`config.mk`:
```
export PLATFORM = sky130hd
export DESIGN_NAME = stream_pattern_replacer
export DESIGN_NICKNAME = d
export VERILOG_FILES = /design/src/rtl/srp_pkg.sv /design/src/rtl/srp_csr.sv /design/src/rtl/srp_front.sv /design/src/rtl/srp_queue.sv /design/src/rtl/srp_back.sv /design/src/rtl/stream_pattern_replacer.sv
export SDC_FILE = /design/constraint.sdc
export NUM_CORES = 1
export LEC_CHECK = 0
export BUFFER_PORTS_ARGS = -buffer_cell sky130_fd_sc_hd__buf_2
export CAP_MARGIN = 20
export CORE_ASPECT_RATIO = 0.6
export CORE_MARGIN = 2
export CORE_UTILIZATION = 45
export CTS_CLUSTER_DIAMETER = 60
export DETAILED_ROUTE_END_ITERATION = 6
export GPL_ROUTABILITY_DRIVEN = 0
export PLACE_DENSITY = 0.7
export SLEW_MARGIN = 25
export SYNTH_ARGS = -nofsm -noshare
export SYNTH_HDL_FRONTEND = slang
export SYNTH_SLANG_ARGS = --single-unit
```
`constraint.sdc`:
```
create_clock -name clock -period 11.55 [get_ports clock]
set_input_delay 2.31 -clock clock [delete_from_list [all_inputs] [get_ports clock]]
set_output_delay 2.31 -clock clock [all_outputs]
set_load 0.05 [all_outputs]
```
`src/rtl/srp_pkg.sv`:
```
// Shared types and constants of the stream pattern replacer.
// No dependencies; every other file of the block imports this package.
`timescale 1ns / 1ps
`default_nettype none

package srp_pkg;

   // Largest pattern length the window can hold
   localparam int MAX_PATTERN_DEFAULT = 8;

   // Replacement store and job payload size
   localparam int REPL_BYTES = 8;
   localparam int JOB_W      = 8 * REPL_BYTES;
   localparam int JOB_CNT_W  = 4;

   // Depth of the job queue between front and back
   localparam int QUEUE_DEPTH_DEFAULT = 2;

   // Configuration port
   localparam int CSR_DATA_W = 64;
   localparam int CSR_IDX_W  = 2;

   localparam logic [CSR_IDX_W-1:0] CSR_PATTERN_BYTES      = 2'd0;
   localparam logic [CSR_IDX_W-1:0] CSR_PATTERN_LENGTH     = 2'd1;
   localparam logic [CSR_IDX_W-1:0] CSR_REPLACEMENT_BYTES  = 2'd2;
   localparam logic [CSR_IDX_W-1:0] CSR_REPLACEMENT_LENGTH = 2'd3;

   // Input transaction
   typedef struct packed {
      logic [7:0] text_byte;
      logic       is_final;
   } srp_req_type;

   // Result transaction
   typedef struct packed {
      logic [7:0] out_byte;
      logic       byte_valid;
      logic       run_last;
      logic       text_done;
   } srp_rsp_type;

   // Configuration registers as seen by the front
   typedef struct packed {
      logic [63:0] pattern_bytes;
      logic [3:0]  pattern_length;
      logic [63:0] replacement_bytes;
      logic [3:0]  replacement_length;
   } srp_cfg_type;

   // One job: the results caused by one input transaction
   typedef struct packed {
      logic [JOB_W-1:0]     bytes;     // byte i in bits 8i+7..8i
      logic [JOB_CNT_W-1:0] count;     // number of text bytes, 0 means bare end mark
      logic                 is_final;  // last byte closes the text
   } srp_job_type;

endpackage

`default_nettype wire

```
`src/rtl/srp_csr.sv`:
```
// Configuration register file of the stream pattern replacer.
// Depends on srp_pkg for the register indexes and the config struct.
`timescale 1ns / 1ps
`default_nettype none

module srp_csr
   import srp_pkg::*;
(
   input  wire logic                  clock,
   input  wire logic                  reset,
   input  wire logic                  csr_wr_en,
   input  wire logic [CSR_IDX_W-1:0]  csr_index,
   input  wire logic [CSR_DATA_W-1:0] csr_wdata,
   output srp_cfg_type                cfg
);

   srp_cfg_type cfg_ff, cfg_in;

   // Register write decode
   always_comb begin
      cfg_in = cfg_ff;
      if (csr_wr_en) begin
         case (csr_index)
            CSR_PATTERN_BYTES:      cfg_in.pattern_bytes      = csr_wdata;
            CSR_PATTERN_LENGTH:     cfg_in.pattern_length     = csr_wdata[3:0];
            CSR_REPLACEMENT_BYTES:  cfg_in.replacement_bytes  = csr_wdata;
            CSR_REPLACEMENT_LENGTH: cfg_in.replacement_length = csr_wdata[3:0];
            default:                cfg_in = cfg_ff;
         endcase
      end
   end

   always_ff @(posedge clock) begin
      if (reset) begin
         cfg_ff.pattern_bytes      <= '0;
         cfg_ff.pattern_length     <= 4'd1;
         cfg_ff.replacement_bytes  <= '0;
         cfg_ff.replacement_length <= '0;
      end else begin
         cfg_ff <= cfg_in;
      end
   end

   assign cfg = cfg_ff;

endmodule

`default_nettype wire

```
`src/rtl/srp_front.sv`:
```
// Front end: accepts text bytes, keeps the window of unemitted bytes,
// compares it with the pattern and turns each transaction into one job.
// Depends on srp_pkg.
`timescale 1ns / 1ps
`default_nettype none

module srp_front
   import srp_pkg::*;
#(
   parameter int MAX_PATTERN = MAX_PATTERN_DEFAULT
)
(
   input  wire logic        clock,
   input  wire logic        reset,
   input  wire srp_cfg_type cfg,
   input  wire logic        req_valid,
   output logic             req_stall,
   input  wire srp_req_type req_data,
   input  wire logic        queue_full,
   output logic             job_push,
   output srp_job_type      job
);

   localparam int WIN_W = 8 * MAX_PATTERN;
   localparam int CW    = $clog2(MAX_PATTERN + 1);

   logic [WIN_W-1:0] win_ff, win_in;
   logic [CW-1:0]    cnt_ff, cnt_in;

   logic             accept;
   logic [WIN_W-1:0] app_win;
   logic [3:0]       app_cnt;
   logic [3:0]       eff_p;
   logic [3:0]       eff_r;
   logic             shrink;
   logic             at_len;
   logic             match;
   logic             hit;
   logic [1:0]       shift_n;
   logic [3:0]       left_cnt;

   assign req_stall = queue_full;
   assign accept    = req_valid && !queue_full;

   // Clamp the configured lengths
   always_comb begin
      eff_p = cfg.pattern_length;
      if (eff_p == 4'd0) begin
         eff_p = 4'd1;
      end else if (eff_p > 4'(MAX_PATTERN)) begin
         eff_p = 4'(MAX_PATTERN);
      end
      eff_r = (cfg.replacement_length > 4'(REPL_BYTES)) ?
              4'(REPL_BYTES) : cfg.replacement_length;
   end

   // Append the new byte behind the pending ones
   always_comb begin
      app_win = win_ff;
      for (int i = 0; i < MAX_PATTERN; i++) begin
         if (CW'(i) == cnt_ff) begin
            app_win[8*i +: 8] = req_data.text_byte;
         end
      end
      app_cnt = 4'(cnt_ff) + 4'd1;
   end

   // Classify: window over length, at length (match or not), or short
   always_comb begin
      match = 1'b1;
      for (int i = 0; i < MAX_PATTERN; i++) begin
         if ((4'(i) < eff_p) && (app_win[8*i +: 8] != cfg.pattern_bytes[8*i +: 8])) begin
            match = 1'b0;
         end
      end
      shrink = app_cnt > eff_p;
      at_len = app_cnt == eff_p;
      hit    = at_len && match;
   end

   // Bytes leaving the window on a non-final transaction
   always_comb begin
      if (shrink) begin
         shift_n = 2'd2;
      end else if (at_len && !hit) begin
         shift_n = 2'd1;
      end else begin
         shift_n = 2'd0;
      end
      left_cnt = hit ? 4'd0 : (app_cnt - 4'(shift_n));
   end

   // Build the job and the next window
   always_comb begin
      job.bytes    = hit ? cfg.replacement_bytes : JOB_W'(app_win);
      job.is_final = req_data.is_final;
      if (req_data.is_final) begin
         job.count = hit ? eff_r : app_cnt;
      end else if (hit) begin
         job.count = eff_r;
      end else begin
         job.count = 4'(shift_n);
      end
      job_push = accept && (req_data.is_final || (job.count != '0));

      win_in = app_win >> {shift_n, 3'b000};
      cnt_in = cnt_ff;
      if (accept) begin
         cnt_in = req_data.is_final ? '0 : CW'(left_cnt);
      end
   end

   // Window bytes carry no reset, only the fill count does
   always_ff @(posedge clock) begin
      if (accept) begin
         win_ff <= win_in;
      end
   end

   always_ff @(posedge clock) begin
      if (reset) begin
         cnt_ff <= '0;
      end else begin
         cnt_ff <= cnt_in;
      end
   end

endmodule

`default_nettype wire

```
`src/rtl/srp_queue.sv`:
```
// Short job queue that decouples the front from the back.
// Depends on srp_pkg for the job type.
`timescale 1ns / 1ps
`default_nettype none

module srp_queue
   import srp_pkg::*;
#(
   parameter int DEPTH = QUEUE_DEPTH_DEFAULT
)
(
   input  wire logic        clock,
   input  wire logic        reset,
   input  wire logic        push,
   input  wire srp_job_type push_job,
   output logic             full,
   input  wire logic        pop,
   output logic             head_valid,
   output srp_job_type      head_job
);

   localparam int PW = (DEPTH > 1) ? $clog2(DEPTH) : 1;
   localparam int NW = $clog2(DEPTH + 1);

   srp_job_type    mem_ff [DEPTH];
   logic [PW-1:0]  wr_ptr_ff, wr_ptr_in;
   logic [PW-1:0]  rd_ptr_ff, rd_ptr_in;
   logic [NW-1:0]  num_ff, num_in;
   logic           do_push;
   logic           do_pop;

   assign full       = num_ff == NW'(DEPTH);
   assign head_valid = num_ff != '0;
   assign head_job   = mem_ff[rd_ptr_ff];
   assign do_push    = push && !full;
   assign do_pop     = pop && head_valid;

   // Pointer and fill count update
   always_comb begin
      wr_ptr_in = wr_ptr_ff;
      rd_ptr_in = rd_ptr_ff;
      if (do_push) begin
         wr_ptr_in = (wr_ptr_ff == PW'(DEPTH - 1)) ? '0 : wr_ptr_ff + PW'(1);
      end
      if (do_pop) begin
         rd_ptr_in = (rd_ptr_ff == PW'(DEPTH - 1)) ? '0 : rd_ptr_ff + PW'(1);
      end
      num_in = num_ff + NW'(do_push) - NW'(do_pop);
   end

   always_ff @(posedge clock) begin
      if (do_push) begin
         mem_ff[wr_ptr_ff] <= push_job;
      end
   end

   always_ff @(posedge clock) begin
      if (reset) begin
         wr_ptr_ff <= '0;
         rd_ptr_ff <= '0;
         num_ff    <= '0;
      end else begin
         wr_ptr_ff <= wr_ptr_in;
         rd_ptr_ff <= rd_ptr_in;
         num_ff    <= num_in;
      end
   end

endmodule

`default_nettype wire

```
`src/rtl/srp_back.sv`:
```
// Back end: walks the head job one result per cycle unless the output
// stalls, drives the registered result channel. Depends on srp_pkg.
`timescale 1ns / 1ps
`default_nettype none

module srp_back
   import srp_pkg::*;
(
   input  wire logic        clock,
   input  wire logic        reset,
   input  wire logic        head_valid,
   input  wire srp_job_type head_job,
   output logic             pop,
   output logic             rsp_valid,
   input  wire logic        rsp_stall,
   output srp_rsp_type      rsp_data
);

   localparam int IDX_W = $clog2(REPL_BYTES);

   logic [IDX_W-1:0] idx_ff, idx_in;
   logic             rsp_valid_ff, rsp_valid_in;
   srp_rsp_type      rsp_data_ff, rsp_data_in;
   logic             out_free;
   logic             last_one;
   logic             bare;

   // Output slot can take a new result when empty or being taken now
   assign out_free = !rsp_valid_ff || !rsp_stall;
   assign bare     = head_job.count == '0;
   assign last_one = bare || ((JOB_CNT_W'(idx_ff) + JOB_CNT_W'(1)) == head_job.count);
   assign pop      = out_free && head_valid && last_one;

   // Form the next result from the head job
   always_comb begin
      rsp_valid_in = rsp_valid_ff;
      rsp_data_in  = rsp_data_ff;
      idx_in       = idx_ff;
      if (out_free) begin
         rsp_valid_in = head_valid;
         if (bare) begin
            rsp_data_in.out_byte   = 8'd0;
            rsp_data_in.byte_valid = 1'b0;
         end else begin
            rsp_data_in.out_byte   = head_job.bytes[{idx_ff, 3'b000} +: 8];
            rsp_data_in.byte_valid = 1'b1;
         end
         rsp_data_in.run_last  = last_one;
         rsp_data_in.text_done = last_one && head_job.is_final;
         if (head_valid) begin
            idx_in = last_one ? '0 : idx_ff + IDX_W'(1);
         end
      end
   end

   always_ff @(posedge clock) begin
      rsp_data_ff <= rsp_data_in;
   end

   always_ff @(posedge clock) begin
      if (reset) begin
         rsp_valid_ff <= 1'b0;
         idx_ff       <= '0;
      end else begin
         rsp_valid_ff <= rsp_valid_in;
         idx_ff       <= idx_in;
      end
   end

   assign rsp_valid = rsp_valid_ff;
   assign rsp_data  = rsp_data_ff;

endmodule

`default_nettype wire

```
`src/rtl/stream_pattern_replacer.sv`:
```
// Top level of the stream pattern replacer: config registers, front, job queue, back.
// Depends on srp_pkg, srp_csr, srp_front, srp_queue and srp_back.
`timescale 1ns / 1ps
`default_nettype none

// Streaming find-and-replace, one text byte per input transaction. Every
// leftmost, non-overlapping occurrence of the configured pattern is replaced
// by the replacement; all other bytes pass in order. The front takes one byte
// per cycle unless the queue is full, turning it into a job of zero to eight
// results; a two-entry job queue feeds the back, which sends one result per
// cycle unless the output stalls, through a registered output. An input
// transaction that causes at most one result thus sustains one transaction
// per cycle unless the output stalls; one that causes more results holds the
// output for each in turn, and the input stalls once the queue is full. The
// first result of a transaction is registered in the job queue, then in the
// output register. Write the configuration only while the block is idle.
module stream_pattern_replacer
   import srp_pkg::*;
#(
   parameter int MAX_PATTERN = MAX_PATTERN_DEFAULT
)
(
   input  wire logic                  clock,
   input  wire logic                  reset,
   input  wire logic                  req_valid,
   output logic                       req_stall,
   input  wire srp_req_type           req_data,
   output logic                       rsp_valid,
   input  wire logic                  rsp_stall,
   output srp_rsp_type                rsp_data,
   input  wire logic                  csr_wr_en,
   input  wire logic [CSR_IDX_W-1:0]  csr_index,
   input  wire logic [CSR_DATA_W-1:0] csr_wdata
);

   srp_cfg_type cfg;
   srp_job_type push_job;
   srp_job_type head_job;
   logic        job_push;
   logic        queue_full;
   logic        head_valid;
   logic        job_pop;

   srp_csr u_csr (
      .clock     (clock),
      .reset     (reset),
      .csr_wr_en (csr_wr_en),
      .csr_index (csr_index),
      .csr_wdata (csr_wdata),
      .cfg       (cfg)
   );

   srp_front #(
      .MAX_PATTERN (MAX_PATTERN)
   ) u_front (
      .clock      (clock),
      .reset      (reset),
      .cfg        (cfg),
      .req_valid  (req_valid),
      .req_stall  (req_stall),
      .req_data   (req_data),
      .queue_full (queue_full),
      .job_push   (job_push),
      .job        (push_job)
   );

   srp_queue #(
      .DEPTH (QUEUE_DEPTH_DEFAULT)
   ) u_queue (
      .clock      (clock),
      .reset      (reset),
      .push       (job_push),
      .push_job   (push_job),
      .full       (queue_full),
      .pop        (job_pop),
      .head_valid (head_valid),
      .head_job   (head_job)
   );

   srp_back u_back (
      .clock      (clock),
      .reset      (reset),
      .head_valid (head_valid),
      .head_job   (head_job),
      .pop        (job_pop),
      .rsp_valid  (rsp_valid),
      .rsp_stall  (rsp_stall),
      .rsp_data   (rsp_data)
   );

endmodule

`default_nettype wire

```
==> metrics.yaml <==
grt_pass1_wl_mm: 77.2
dr.first_iter.drc_count: 1638
critPathBufInv: 4
synth.yosys.warnings: 0
dieHeight_um: 155
fin_worst_skew_ns: 0.0174
start_util: 0.456
clkSinkCount: 362
final_cell_area_um2: 19300
max_stage_delay_ns: 0.70
cts-root-buf: "clkbuf_16"
synth_edf_count: 213
die_w_um: 256
dieArea_um2: 39900
async_reset_ff_frac: 0
grt_antenna_before_repair: 1
ant_nets: 0
synth_compound_area_frac: 0.119
clk_pin_slew_worst_paths_ns: 0.07
grt_pass1_vias: 12200
cts_resized: 0
via_per_inst: 5.92
synthXorXnorAreaFrac: 0.0199
synth_fa_ha_area_frac: 0.0106
synth_seq_cells: 362
outcome: "completed"
worst-path-max-fanout: 77
syn_to_final_growth_pct: 12.2
place_area_um2: 18000
powerDensity_nw_per_um2: 330
period_needed_ns: 6.62
worst_slew_pin_slew_ns: 1.03
htree_levels: 2
crit_path_top_delay_cell: "buf_4"
worstPathArrival_ns: 7.11
startpoint_type: "primary input"
drc: 0
fmax_ghz: 0.151
dp.final_hpwl_mm: 36.3
synth_area_um2: 17200
crit_chain: "buf_2 > inv_1 > a22oi_1 > and3_1 > o21ai_0 > or4_4 > a2111o_1 > a211o_1 > o21ai_4 > buf_4 > inv_2 > ha_1 > fa_1 > xor2_1 > nor4b_1 > o21ai_0 > nand2_1"
synth_ff_type: "edfxtp_1"
route.vias.total: 13000
syn-num-nets: 1710
drive_above_1_share: 0.181
antenna_cells: 0
cts_buffer_depth: 3
synth-simple-area-share: 0.130
maxCapViolations: 0
ys_types: 64
share_comb_of_total_power: 0.454
drt-wirelength-per-cell_um: 23.5
synthMuxAreaShare: 0.135
clock_latency_ns: 0.54
drt_wl_total_mm: 51.7
dr.pass1.iters: 6
holdBufCountCts: 0
synth_top_family_by_area: "multiplexers"
cp-end-kind: "flop"
cpLargestDelayFamily: "buffers and inverters"
postSynthCellCount: 1616
tns_ns: 0
slew_viol_final: 0
irDropWorstVdd_v: 0.000232
swShare: 0.392
port_buffers: 92
avgSynthCellArea_um2: 10.6
placementRows: 55
grt_start_max_net_pins: 83
dp_slack_ns: 4.51
final_cell_mix: "302 x nand2_1, 213 x edfxtp_1, 197 x a21oi_1, 148 x dfxtp_1, 121 x nor2_1"
grt_usage: 0.258
min_path_type: "flop to flop"
p_int_mw: 3.87
switchingPower_mw: 2.49
io_pins: 93
post_cts.repair.setup_buffers: 0
hold_violations: 0
p_clk_frac: 0.202
seqPwrFrac: 0.344
max_slew_margin: 0.310
post-route-period-util: 0.573
cts_tree: "done"
critical_path.most_common_cell: "o21ai_0"
fin_nets: 1753
rsz0062_at_grt: "false"
cts_buffers: 35
cp.required_ns: 12.04
final_common_cell: "nand2_1"
setup_viol: 0
gr-total-overflow: 0
path_class: "primary input to flop"
p_leak_nw: 7.11
layout_setup_ws_ns: 4.93
core_area_um2: 37700
ys_seq_area_frac: 0.545
## final timing paths
check                           cells after the start                     to  slack [ns]         startpoint
worst max-delay path                               17      u_front.cnt_ff[2]        4.93        req_data[2]
worst min-delay path                                2           u_csr.cfg[4]        0.46       u_csr.cfg[4]
worst max register to register                     11  u_queue.mem_ff[0][43]        5.53  u_front.cnt_ff[0]
worst min register to register                      2           u_csr.cfg[4]        0.46       u_csr.cfg[4]
## worst reg2reg max path: stages, from the launching register on
cell and delay, ns:
dfxtp_1 0.51, ha_1 0.32, nor3b_4 0.71, mux2i_1 0.70, xor2_1 0.20, nand4_1 0.26, o41ai_1 0.11, a22oi_1 0.45
or3_4 0.86, buf_4 0.84, nor2_1 0.14, a21oi_1 0.62
## kinds of logic (layout without fill, tap and decap cells)
family | count (synthesis) | after routing
xor gates and xnor gates | 39 | 39
and+or+nand+nor | 525 | 525
DFF | 362 | 362
AOI/OAI and AO/OA | 343 | 343
muxes | 176 | 176
adders and majority gates | 14 | 14
buffers and inverters | 157 | 227
## cell usage after synthesis, drive strengths merged (22+ instances only)
| cell type | number | area, um2 |
|---|---|---|
| a21oi | 227 | 1250 |
| buf | 33 | 220 |
| clkbuf | 73 | 274 |
| dfxtp | 149 | 2980 |
| edfxtp | 213 | 6400 |
| inv | 51 | 191 |
| mux2 | 39 | 450 |
| mux2i | 97 | 971 |
| mux4 | 40 | 901 |
| nand2 | 302 | 1130 |
| nor2 | 122 | 458 |
| o21ai | 33 | 165 |
| o22ai | 27 | 169 |
| xnor2 | 22 | 193 |
## power groups by stage
stage	logic (mW)	clock network (mW)	registers, mW
5_1_grt	3.06	1.35	2.23
4_1_cts	2.80	1.30	2.19
6_report	2.89	1.28	2.19
2_1_floorplan	1.93	0	2.23
3_3_place_gp	2.72	0	2.19
3_5_place_dp	2.79	0	2.21
## per-stage QoR
step,instances,hold slack [ns],power [mW],util
after global routing,2199,0.479,6.63,0.512
after floorplan,1616,0.434,4.17,-
after global placement,2135,0.442,4.92,0.478
final,2199,0.457,6.37,0.512
after CTS,2199,0.457,6.29,0.512
after detailed placement,2135,0.447,5.00,0.478
## area by class of cell
class,count,area (um2)
flip-flops and latches,362,9380
clock buffers,42,965
repair buffers,112,613
inverters,51,191
multi-input cells,1097,7200
well taps,513,642
fillers,3405,18400
clock inverters,22,317
## registers in the layout, summed over array words and instances, names as in the netlist, named ones only
register,flops
u_csr.cfg,136
u_front.cnt_ff,4
u_front.win_ff,64
u_queue.rd_ptr_ff,1
u_back.rsp_valid,1
u_back.rsp_data,11
u_queue.wr_ptr_ff,1
u_queue.num_ff,2
u_back.idx_ff,3
u_queue.mem_ff,138
## layer usage
layer  routed length (um)  share of wire  up-vias  GRT usage
li1                     -              -     5848          -
met1                22200           0.43     6353      0.378
met2                20900           0.40      748      0.356
met3                 7810           0.15       69      0.113
met4                  770          0.015        2     0.0440
met5                   17        0.00033        -          0
Note: power is estimated with default switching activity, not from simulation.
